[config.mk]
export PLATFORM = sky130hd
export DESIGN_NAME = joystick_to_differential_drive
export DESIGN_NICKNAME = d
export VERILOG_FILES = /design/src/hdl/jdd_pkg.sv /design/src/hdl/jdd_front.sv /design/src/hdl/jdd_div_cell.sv /design/src/hdl/joystick_to_differential_drive.sv
export VERILOG_INCLUDE_DIRS = /design/src /design/src/hdl
export SDC_FILE = /design/constraint.sdc
export NUM_CORES = 1
export LEC_CHECK = 0
export BUFFER_PORTS_ARGS = -buffer_cell sky130_fd_sc_hd__buf_2
export CAP_MARGIN = 20
export CORE_MARGIN = 1.5
export CORE_UTILIZATION = 65
export DETAILED_ROUTE_END_ITERATION = 6
export HOLD_SLACK_MARGIN = 0.02
export PLACE_DENSITY = 0.9
export SLEW_MARGIN = 10
export SYNTH_ARGS = -nofsm -noshare
export SYNTH_HDL_FRONTEND = slang
export SYNTH_SLANG_ARGS = --single-unit
[constraint.sdc]
create_clock -name clk -period 21.9 [get_ports clk]
set_input_delay 3.285 -clock clk [delete_from_list [all_inputs] [get_ports clk]]
set_output_delay 3.285 -clock clk [all_outputs]
set_load 0.005 [all_outputs]
[src/hdl/joystick_to_differential_drive_macros.svh]
// Assertion macros used by the joystick mixer top level.
`ifndef JOYSTICK_TO_DIFFERENTIAL_DRIVE_MACROS_SVH
`define JOYSTICK_TO_DIFFERENTIAL_DRIVE_MACROS_SVH
`ifndef SYNTH
`define JDD_ASSERT(lbl, prop, msg) \
	lbl: assert property (@(posedge clk) disable iff (!arst_n) prop) else $error(msg);
`define JDD_ASSERT_ALWAYS(lbl, prop, msg) \
	lbl: assert property (@(posedge clk) prop) else $error(msg);
`else
`define JDD_ASSERT(lbl, prop, msg)
`define JDD_ASSERT_ALWAYS(lbl, prop, msg)
`endif
`endif

[src/hdl/jdd_pkg.sv]
// Types and constants of the joystick differential drive mixer.
package jdd_pkg;
	localparam int STICK_W  = 16;
	localparam int OFF_W    = STICK_W + 1;
	localparam int BAND_W   = 15;
	localparam int DUTY_W   = 7;
	localparam int CELLS    = DUTY_W;
	localparam int NUM_W    = BAND_W + DUTY_W;
	localparam int DSH_W    = BAND_W + DUTY_W - 1;
	localparam int IN_W     = 48;
	localparam int OUT_W    = 24;
	localparam int ADDR_W   = 4;

	localparam logic [1:0] DIR_STOP = 2'd0;
	localparam logic [1:0] DIR_FWD  = 2'd1;
	localparam logic [1:0] DIR_BACK = 2'd2;

	localparam logic [7:0]        SWITCH_OFF = 8'hE8;
	localparam logic [DUTY_W-1:0] FULL_DUTY  = 7'd100;

	localparam logic [1:0] REG_RIGHT_CENTER = 2'd0;
	localparam logic [1:0] REG_LEFT_CENTER  = 2'd1;
	localparam logic [1:0] REG_DEAD_BAND    = 2'd2;
	localparam logic [1:0] REG_MAX_OFFSET   = 2'd3;

	typedef struct packed {
		logic [STICK_W-1:0] right_center;
		logic [STICK_W-1:0] left_center;
		logic [BAND_W-1:0]  dead_band;
		logic [BAND_W-1:0]  max_offset;
	} cfg_t;

	typedef struct packed {
		logic [NUM_W-1:0]  rem;
		logic [DSH_W-1:0]  dsh;
		logic [DUTY_W-1:0] quo;
		logic [1:0]        adir;
		logic [1:0]        bdir;
		logic              led;
		logic              laser;
		logic              full;
	} cell_t;
endpackage

[src/hdl/jdd_front.sv]
// Offset, dead band, branch select, clamp and percent scaling ahead of the divider.
module jdd_front (
	input  logic                         clk,
	input  logic                         arst_n,
	input  logic                         ce,
	input  logic                         in_vld,
	input  logic [jdd_pkg::STICK_W-1:0]  right_stick,
	input  logic [jdd_pkg::STICK_W-1:0]  left_stick,
	input  logic [7:0]                   led_switch_byte,
	input  logic [7:0]                   laser_switch_byte,
	input  jdd_pkg::cfg_t                cfg,
	output logic                         out_vld,
	output jdd_pkg::cell_t               out_cell
);
	logic                             vld_s1, vld_s2, vld_s3;
	logic signed [jdd_pkg::OFF_W-1:0] roff_s1, loff_s1;
	logic                             led_s1, laser_s1, led_s2, laser_s2, led_s3, laser_s3;
	logic [jdd_pkg::STICK_W-1:0]      rabs_s2, labs_s2;
	logic                             rneg_s2, lneg_s2;
	logic [jdd_pkg::STICK_W-1:0]      mag_s3;
	logic                             mov_s3;
	logic [1:0]                       adir_s3, bdir_s3;

	logic signed [jdd_pkg::OFF_W-1:0] rneg_v, lneg_v;
	logic [jdd_pkg::STICK_W-1:0]      dz, sel_abs, mag_n;
	logic                             rmov, lmov;
	logic [1:0]                       adir_n, bdir_n;
	logic [jdd_pkg::BAND_W-1:0]       clamped;

	always_ff @(posedge clk or negedge arst_n) begin
		if (!arst_n) begin
			vld_s1  <= 1'b0;
			vld_s2  <= 1'b0;
			vld_s3  <= 1'b0;
			out_vld <= 1'b0;
		end else if (ce) begin
			vld_s1  <= in_vld;
			vld_s2  <= vld_s1;
			vld_s3  <= vld_s2;
			out_vld <= vld_s3;
		end
	end

	// stage 1: exact signed offsets
	always_ff @(posedge clk) begin
		if (ce) begin
			roff_s1  <= $signed({1'b0, right_stick}) - $signed({1'b0, cfg.right_center});
			loff_s1  <= $signed({1'b0, left_stick}) - $signed({1'b0, cfg.left_center});
			led_s1   <= (led_switch_byte != jdd_pkg::SWITCH_OFF);
			laser_s1 <= (laser_switch_byte != jdd_pkg::SWITCH_OFF);
		end
	end

	// stage 2: magnitudes
	assign rneg_v = -roff_s1;
	assign lneg_v = -loff_s1;

	always_ff @(posedge clk) begin
		if (ce) begin
			rneg_s2  <= roff_s1[jdd_pkg::OFF_W-1];
			lneg_s2  <= loff_s1[jdd_pkg::OFF_W-1];
			rabs_s2  <= roff_s1[jdd_pkg::OFF_W-1] ? rneg_v[jdd_pkg::STICK_W-1:0]
			                                      : roff_s1[jdd_pkg::STICK_W-1:0];
			labs_s2  <= loff_s1[jdd_pkg::OFF_W-1] ? lneg_v[jdd_pkg::STICK_W-1:0]
			                                      : loff_s1[jdd_pkg::STICK_W-1:0];
			led_s2   <= led_s1;
			laser_s2 <= laser_s1;
		end
	end

	// stage 3: priority select and dead band removal
	assign dz      = {1'b0, cfg.dead_band};
	assign rmov    = rabs_s2 > dz;
	assign lmov    = labs_s2 > dz;
	assign sel_abs = rmov ? rabs_s2 : labs_s2;
	assign mag_n   = sel_abs - dz;

	always_comb begin
		adir_n = jdd_pkg::DIR_STOP;
		bdir_n = jdd_pkg::DIR_STOP;
		if (rmov) begin
			adir_n = rneg_s2 ? jdd_pkg::DIR_BACK : jdd_pkg::DIR_FWD;
			bdir_n = adir_n;
		end else if (lmov) begin
			adir_n = lneg_s2 ? jdd_pkg::DIR_BACK : jdd_pkg::DIR_FWD;
			bdir_n = lneg_s2 ? jdd_pkg::DIR_FWD : jdd_pkg::DIR_BACK;
		end
	end

	always_ff @(posedge clk) begin
		if (ce) begin
			mov_s3   <= rmov | lmov;
			mag_s3   <= (rmov | lmov) ? mag_n : '0;
			adir_s3  <= adir_n;
			bdir_s3  <= bdir_n;
			led_s3   <= led_s2;
			laser_s3 <= laser_s2;
		end
	end

	// stage 4: clamp and times one hundred
	assign clamped = (mag_s3 > {1'b0, cfg.max_offset}) ? cfg.max_offset
	                                                   : mag_s3[jdd_pkg::BAND_W-1:0];

	always_ff @(posedge clk) begin
		if (ce) begin
			out_cell.rem   <= jdd_pkg::NUM_W'(clamped) * jdd_pkg::NUM_W'(jdd_pkg::FULL_DUTY);
			out_cell.dsh   <= {cfg.max_offset, (jdd_pkg::DUTY_W-1)'(0)};
			out_cell.quo   <= '0;
			out_cell.adir  <= adir_s3;
			out_cell.bdir  <= bdir_s3;
			out_cell.led   <= led_s3;
			out_cell.laser <= laser_s3;
			out_cell.full  <= mov_s3 && (cfg.max_offset == '0);
		end
	end
endmodule

[src/hdl/jdd_div_cell.sv]
// One restoring division cell: yields one quotient bit and passes on to the next cell.
module jdd_div_cell (
	input  logic           clk,
	input  logic           arst_n,
	input  logic           ce,
	input  logic           in_vld,
	input  jdd_pkg::cell_t in_cell,
	output logic           out_vld,
	output jdd_pkg::cell_t out_cell
);
	logic ge;

	assign ge = in_cell.rem >= jdd_pkg::NUM_W'(in_cell.dsh);

	always_ff @(posedge clk or negedge arst_n) begin
		if (!arst_n) begin
			out_vld <= 1'b0;
		end else if (ce) begin
			out_vld <= in_vld;
		end
	end

	always_ff @(posedge clk) begin
		if (ce) begin
			out_cell.rem   <= ge ? in_cell.rem - jdd_pkg::NUM_W'(in_cell.dsh) : in_cell.rem;
			out_cell.dsh   <= in_cell.dsh >> 1;
			out_cell.quo   <= {in_cell.quo[jdd_pkg::DUTY_W-2:0], ge};
			out_cell.adir  <= in_cell.adir;
			out_cell.bdir  <= in_cell.bdir;
			out_cell.led   <= in_cell.led;
			out_cell.laser <= in_cell.laser;
			out_cell.full  <= in_cell.full;
		end
	end
endmodule

[src/hdl/joystick_to_differential_drive.sv]
// Top level of the joystick differential drive mixer.
// Takes one stick sample per clock, unless the output skid stage is occupied, and returns one
// motor command per sample through twelve register stages counting the one that takes
// it: four front stages, seven divider cells, one output register; every stage is
// pipelined, so one item per cycle while the skid stage is empty, and the seven-cell
// quotient chain, one bit per cell, sets the depth.
// The input ready is registered: it drops only while the output skid stage is occupied.
// Registers at byte addresses 0x0 right_center, 0x4 left_center, 0x8 dead_band,
// 0xC max_offset; write them only while no request is in flight.
`include "joystick_to_differential_drive_macros.svh"
module joystick_to_differential_drive (
	input  logic                        clk,
	input  logic                        arst_n,
	input  logic                        psel,
	input  logic                        penable,
	input  logic                        pwrite,
	input  logic [jdd_pkg::ADDR_W-1:0]  paddr,
	input  logic [31:0]                 pwdata,
	output logic [31:0]                 prdata,
	output logic                        pready,
	input  logic                        s_axis_tvalid,
	output logic                        s_axis_tready,
	// right_stick[15:0], left_stick[31:16], led_switch_byte[39:32], laser_switch_byte[47:40]
	input  logic [jdd_pkg::IN_W-1:0]    s_axis_tdata,
	output logic                        m_axis_tvalid,
	input  logic                        m_axis_tready,
	// motor_a_dir[1:0], motor_a_duty[8:2], motor_b_dir[10:9], motor_b_duty[17:11],
	// led_on[18], fire_laser[19], zero[23:20]
	output logic [jdd_pkg::OUT_W-1:0]   m_axis_tdata
);
	jdd_pkg::cfg_t               cfg_q;
	logic                        ce;
	logic [jdd_pkg::CELLS:0]     chain_vld;
	jdd_pkg::cell_t              chain_d [jdd_pkg::CELLS+1];
	jdd_pkg::cell_t              last;
	logic [jdd_pkg::DUTY_W-1:0]  duty;
	logic [jdd_pkg::OUT_W-1:0]   res;
	logic [jdd_pkg::OUT_W-1:0]   out_q, skid_q;
	logic                        ov_q, kv_q;
	logic                        wr;

	assign pready = 1'b1;
	assign wr     = psel & penable & pwrite;

	always_ff @(posedge clk or negedge arst_n) begin
		if (!arst_n) begin
			cfg_q.right_center <= 16'd1500;
			cfg_q.left_center  <= 16'd1500;
			cfg_q.dead_band    <= 15'd50;
			cfg_q.max_offset   <= 15'd450;
		end else if (wr) begin
			unique case (paddr[3:2])
				jdd_pkg::REG_RIGHT_CENTER: cfg_q.right_center <= pwdata[15:0];
				jdd_pkg::REG_LEFT_CENTER:  cfg_q.left_center  <= pwdata[15:0];
				jdd_pkg::REG_DEAD_BAND:    cfg_q.dead_band    <= pwdata[14:0];
				jdd_pkg::REG_MAX_OFFSET:   cfg_q.max_offset   <= pwdata[14:0];
				default: ;
			endcase
		end
	end

	always_comb begin
		unique case (paddr[3:2])
			jdd_pkg::REG_RIGHT_CENTER: prdata = {16'd0, cfg_q.right_center};
			jdd_pkg::REG_LEFT_CENTER:  prdata = {16'd0, cfg_q.left_center};
			jdd_pkg::REG_DEAD_BAND:    prdata = {17'd0, cfg_q.dead_band};
			jdd_pkg::REG_MAX_OFFSET:   prdata = {17'd0, cfg_q.max_offset};
			default:                   prdata = '0;
		endcase
	end

	assign ce            = ~kv_q;
	assign s_axis_tready = ce;

	jdd_front u_front (
		.clk               (clk),
		.arst_n            (arst_n),
		.ce                (ce),
		.in_vld            (s_axis_tvalid),
		.right_stick       (s_axis_tdata[15:0]),
		.left_stick        (s_axis_tdata[31:16]),
		.led_switch_byte   (s_axis_tdata[39:32]),
		.laser_switch_byte (s_axis_tdata[47:40]),
		.cfg               (cfg_q),
		.out_vld           (chain_vld[0]),
		.out_cell          (chain_d[0])
	);

	for (genvar i = 0; i < jdd_pkg::CELLS; i++) begin : g_cell
		jdd_div_cell u_cell (
			.clk      (clk),
			.arst_n   (arst_n),
			.ce       (ce),
			.in_vld   (chain_vld[i]),
			.in_cell  (chain_d[i]),
			.out_vld  (chain_vld[i+1]),
			.out_cell (chain_d[i+1])
		);
	end

	// a stop carries no duty, even when a zero max_offset leaves the quotient meaningless
	assign last = chain_d[jdd_pkg::CELLS];
	assign duty = last.full ? jdd_pkg::FULL_DUTY
	            : (last.adir == jdd_pkg::DIR_STOP) ? '0 : last.quo;
	assign res  = {4'd0, last.laser, last.led, duty, last.bdir, duty, last.adir};

	always_ff @(posedge clk or negedge arst_n) begin
		if (!arst_n) begin
			ov_q <= 1'b0;
			kv_q <= 1'b0;
		end else if (ov_q && !m_axis_tready) begin
			if (ce && chain_vld[jdd_pkg::CELLS]) begin
				kv_q <= 1'b1;
			end
		end else if (kv_q) begin
			ov_q <= 1'b1;
			kv_q <= 1'b0;
		end else begin
			ov_q <= chain_vld[jdd_pkg::CELLS];
		end
	end

	always_ff @(posedge clk) begin
		if (ov_q && !m_axis_tready) begin
			if (ce) begin
				skid_q <= res;
			end
		end else if (kv_q) begin
			out_q <= skid_q;
		end else begin
			out_q <= res;
		end
	end

	assign m_axis_tvalid = ov_q;
	assign m_axis_tdata  = out_q;

	`JDD_ASSERT(a_skid_implies_out, kv_q |-> ov_q, "skid full with empty output")
	`JDD_ASSERT(a_duty_range, ov_q |-> (out_q[8:2] <= jdd_pkg::FULL_DUTY), "duty above 100")
	`JDD_ASSERT(a_stop_zero, (ov_q && out_q[1:0] == jdd_pkg::DIR_STOP) |-> (out_q[8:2] == '0 && out_q[10:9] == jdd_pkg::DIR_STOP), "stop with nonzero duty")
	`JDD_ASSERT(a_same_duty, ov_q |-> (out_q[8:2] == out_q[17:11]), "motor duties differ")
	`JDD_ASSERT(a_dir_code, ov_q |-> (out_q[1:0] != 2'd3 && out_q[10:9] != 2'd3), "bad direction code")
endmodule

Yosys cells after proc, flatten, opt, wreduce, memory -nomap -nowiden
Index checks and enable logic that the tools add are counted.
{"block": "classes", "magnitude_cmp": 10, "bitwise": 4, "eq_ne": 6, "multipliers": 1, "n_shift": 0, "reduce_logical": 11, "n_div": 0, "mux": 24, "addsub": 11}
{"op": "$mux W22", "n": 6}
{"op": "$pmux W32 S4", "n": 1}
{"op": "$gt A16 B15 Y1", "n": 3}
{"op": "$mux W16", "n": 3}
{"op": "$sub A16 B16 Y17", "n": 2}
{"op": "$neg A16 Y16", "n": 2}
{"op": "$mux W24", "n": 1}
{"op": "$ge A22 B15 Y1", "n": 1}
{"op": "$ge A22 B16 Y1", "n": 1}
{"op": "$ge A22 B17 Y1", "n": 1}
{"op": "$ge A22 B18 Y1", "n": 1}
{"op": "$ge A22 B19 Y1", "n": 1}
{"op": "$ge A22 B20 Y1", "n": 1}
{"op": "$ge A22 B21 Y1", "n": 1}
{"op": "$sub A22 B16 Y22", "n": 1}
{"op": "$sub A22 B17 Y22", "n": 1}
{"op": "$sub A22 B18 Y22", "n": 1}
{"op": "$sub A22 B19 Y22", "n": 1}
{"op": "$sub A22 B20 Y22", "n": 1}
{"op": "$sub A22 B21 Y22", "n": 1}
{"op": "$mul A15 B5 Y20 const B", "n": 1}
{"op": "$ne A8 B8 Y1 const B", "n": 2}
{"op": "$sub A16 B15 Y16", "n": 1}
{"op": "$logic_not A15 Y1", "n": 1}
{"op": "other kinds (14)", "n": 31}
{"block": "word_totals", "out_inout_bits": 59, "mem_bits_rw": 0, "latch_bits": 0, "rom_bits": 0, "register_bits": 559, "mem_count": 0, "inputBits": 91}

Depth between registers and ports, before layout
{"block": "logic_depth", "ltp_word": 4, "mapped_depth": 23}

Modules after synthesis
Synthesis repeated with hierarchy kept, for this count alone.
{"block": "hier_totals", "hier_cells": 3175, "area_unflattened_um2": 37888.8}
{"module": "jdd_div_cell (g_cell[0].u_cell ...)", "seq_area_each_um2": 1706.6, "cells_each": 289, "area_each_um2": 3324.4, "n_inst": 5}
{"module": "jdd_front", "seq_area_each_um2": 4214.0, "cells_each": 904, "area_each_um2": 10146.0, "n_inst": 1}
{"module": "jdd_div_cell (g_cell[1].u_cell ...)", "seq_area_each_um2": 1706.6, "cells_each": 278, "area_each_um2": 3215.6, "n_inst": 2}
{"module": "joystick_to_differential_drive", "seq_area_each_um2": 3069.2, "cells_each": 270, "area_each_um2": 4689.5, "n_inst": 1}

Worst setup path after synthesis
OpenSTA, ideal clock, no wires.
{"block": "synth_path", "path_kind": "register to output", "start": "register kv_q", "end": "output s_axis_tready", "arrival_time_ns": 8.965, "required_time_ns": 18.615, "path_stages_with_launch": 4, "slack_ns": 9.650, "path_cell_list": "dfrtp_1 -> clkbuf_1 -> clkbuf_1 -> inv_1"}
{"block": "synth_between", "elab_chain_len": 1}
{"item": "start: declaration", "line_no": "joystick_to_differential_drive.sv:39", "source": "logic ov_q, kv_q;"}
{"item": "start signal: assignment", "line_no": "joystick_to_differential_drive.sv:110", "source": "kv_q <= 1'b0;"}
{"item": "start signal: assignment", "line_no": "joystick_to_differential_drive.sv:113", "source": "kv_q <= 1'b1;"}
{"item": "start signal: assignment", "line_no": "joystick_to_differential_drive.sv:117", "source": "kv_q <= 1'b0;"}
{"item": "$not A1 Y1", "line_no": "joystick_to_differential_drive.sv:72", "source": "assign ce = ~kv_q;"}
{"item": "end: declaration", "line_no": "joystick_to_differential_drive.sv:22", "source": "output logic s_axis_tready,"}
Every way passes these cells.

Worst setup path after layout
{"block": "layout_path", "start": "input paddr[3] in the netlist's numbering", "end": "output prdata[3]"}
{"block": "layout_between", "elab_chain_len": 2, "word_cells_on_any_way": 5, "classes_between": "eq/ne: 3; mux: 1; reduce/logical: 1"}
{"item": "start: declaration", "line_no": "joystick_to_differential_drive.sv:17", "source": "input logic [jdd_pkg::ADDR_W-1:0] paddr,"}
{"item": "$eq A2 B2 Y1, or another cell as far along", "line_no": "joystick_to_differential_drive.sv:63", "source": "unique case (paddr[3:2])"}
{"item": "$pmux W32 S4 (*)", "line_no": "joystick_to_differential_drive.sv:63"}
{"item": "end: declaration", "line_no": "joystick_to_differential_drive.sv:19", "source": "output logic [31:0] prdata,"}
Every way passes the cells marked *; elsewhere a longest branch is shown, timed or not. The select of a mux whose other input is x is not followed.

==> summary.txt <==
hold_sp: g_cell[3].u_cell.out_cell[5]
average wire per standard cell: 19.2 um
Setup Buffers After CTS: 0
remaining global-route overflow: 0
Pins Over Slew Limit: 0
DR iter-0 viols: 1684
DP Wirelength: 44.6 mm
Setup CP Type: primary input to output pin
EDFF count, synth: 473
Initial Util: 65.5%
Gate Count Post-Synth: 2402
uppermost layer routed: met5
number of buffers created by CTS: 53
Worst-path clk slew: 0.06 ns
non-filler cells, final: 3187
Rows: 78
hold_ws: 0.412 ns
Avg Cell Area, Syn: 12.3 sq um
Buffers & Inverters on Critical Path: 2
ys async rst share: 13.7%
max_cap viols: 0
Core Box Area: 45200 sq um
GRT Total Usage: 26.4%
nets@finish: 2897
Crit-path slowest cell: mux4_2
period utilization: 36.0%
Die Height: 216 um
crit path DAT: 4.60 ns
port bufs: 114
hold_buf cts: 0
sequential fraction of the synthesis area: 54.4%
vias in the first global route: 19400
Crit path top cell by count: buf_2
CP delay by family, top: buffers and inverters
R2R Path End: u_front.out_cell[55]
vias per inst: 6.09
metal2 WL: 29.9 mm
I/O pin total: 150
Critical Path Start Type: primary input
first drt pass iteration count: 5
Vias: 19400
CTS H-Tree Depth: 2
Hold Fails Final Rpt: 0
clk sinks: 548
Die Wd: 216 um
critical path cell sequence: buf_2 -> mux4_2 -> buf_2
met3 WL post-DR: 4.12 mm
Final Cell Area: 32500 sq um
R2R depth: 22
R2R Setup Slk: 15.44 ns
R2R Path Start: cfg_q[1]
Synthesis Warnings: 0
Synth cell types: 83
met1 WL: 24.5 mm
placer congestion estimate: 0.941
post-synth top area share: 48.0%
hold depth: 0
Setup Skew: 0.0472 ns
Worst-Skew Late Latency: 0.63 ns
Worst setup EP type: output pin
largest net degree at the start of global routing: 219
Hold/Removal Path Class: flip-flop to flip-flop
setup TNS: 0 ns
placed cell areas: 30800 sq um
layout cell share with drive strength beyond 1: 14.7%
Mapped Area: 29600 sq um
worst-margin pin slew: 1.05 ns
CTS tree: done
ranking of synthesized cells by area: edfxtp_1, ha_1, dfrtp_1, mux2_2, inv_1
WL final: 61.1 mm
status: finished, final reports clean
Crit path required time: 18.62 ns
final setup vio count: 0
Clock Path Buffers: 3
die area: 46800 sq um
remaining antenna violation count after routing: 0
first-pass GRT wire length: 98.4 mm
initial antenna violation count: 4
#FFs+latches synth: 548
Critical Path Fanout Max: 20
Layout area overhead: 9.90%
synth cell count leaders: edfxtp_1, ha_1, inv_1
drc violations: 0
Final Critical Period: 7.89 ns
Main synth FF type: edfxtp_1
root buf cell: clkbuf_16
CP peak stage delay: 0.64 ns
max frequency: 0.127 GHz
unrepaired setup endpoints after global routing: no
Hold EP: g_cell[4].u_cell.out_cell[5]
cts repair resizes: 0
area leader, netlist: edfxtp_1
Inst Count DP: 3084
Rel. slew slack: 29.8%
most common cell in the netlist: edfxtp_1
## through the flow
| stage | setup slack (ns) | utilization, % |
|---|---|---|
| 3_5_place_dp | 14.00 | 68.2 |
| 6_report | 14.01 | 72.0 |
| 4_1_cts | 14.00 | 72.0 |
| 2_1_floorplan | 9.65 | - |
| 5_1_grt | 13.95 | 72.0 |
| 3_3_place_gp | 14.01 | 68.2 |
## metal layers
layer / vias to the layer above / track usage, %
met4: 4 / 11.2
met3: 175 / 4.67
met1: 9346 / 32.9
met2: 743 / 45.3
met5: - / 0
li1: 9127 / -
## cell usage in the layout (no fill, tap or decap), types with 10 or more instances in the layout
| master | instances |
|---|---|
| a21o_1 | 48 |
| xor2_1 | 64 |
| mux4_2 | 15 |
| a211oi_1 | 18 |
| and3_1 | 12 |
| o31a_1 | 13 |
| buf_2 | 113 |
| clkbuf_1 | 11 |
| conb_1 | 17 |
| nand3_1 | 16 |
| fa_1 | 19 |
| nand4_1 | 18 |
| a21oi_1 | 136 |
| nor2_1 | 135 |
| xnor2_1 | 94 |
| clkinv_2 | 11 |
| mux2_2 | 104 |
| o211ai_1 | 10 |
| nor2b_1 | 26 |
| buf_4 | 12 |
| clkbuf_16 | 54 |
| nor3_1 | 23 |
| edfxtp_1 | 473 |
| dfstp_2 | 21 |
| dfrtp_1 | 54 |
| ha_1 | 247 |
| and2_1 | 10 |
| nor4_1 | 16 |
| o21ai_0 | 142 |
| inv_1 | 229 |
| or3_1 | 10 |
| o31ai_1 | 16 |
| o21a_1 | 50 |
| a31oi_1 | 15 |
| nand2b_1 | 26 |
| nand2_1 | 132 |
## sequential cells by signal (all words and copies together), names as in the netlist, 2 cells and up
signal	flops
u_front.mag_s3	16
u_front.rabs_s2	16
u_front.roff_s1	17
u_front.labs_s2	16
u_front.bdir_s3	2
skid_q	24
u_front.out_cell	42
cfg_q	62
m_axis_tdata	24
g_cell.u_cell.out_cell	288
u_front.adir_s3	2
u_front.loff_s1	17
g_cell.u_cell.out_vld	7
## logic make-up after synthesis
logic type / after synthesis / share of synthesized area, %
xor gates and xnor gates: 158 / 4.67
and+or+nand+nor: 471 / 7.86
muxes: 126 / 5.33
AOI/OAI and AO/OA: 541 / 12.0
buffers and inverters: 290 / 3.96
other: 2 / 0.0254
DFF: 548 / 54.4
adders and majority gates: 266 / 11.7
## how the worst max path moves through the flow
stage	start	endpoint	slack, ns	depth (start not counted)
3_3_place_gp	paddr[3]	prdata[3]	14.01	3
5_1_grt	paddr[3]	prdata[3]	13.95	3
2_1_floorplan	kv_q	s_axis_tready	9.65	3
4_1_cts	paddr[3]	prdata[3]	14.00	3
6_report	paddr[3]	prdata[3]	14.01	3
3_5_place_dp	paddr[3]	prdata[3]	14.00	3
## layout make-up
type | count | area [sq um]
flip-flops and latches | 548 | 16100
fillers | 2787 | 12600
multi-input cells | 1579 | 12400
clock buffers | 70 | 1460
inverters | 231 | 875
well taps | 600 | 751
repair buffers | 127 | 687
clock inverters | 29 | 238
diodes | 3 | 7.51
Power is left out: the tool's default activity adds up to more than one toggle a clock period on the data nets, which glitch-free logic cannot reach.
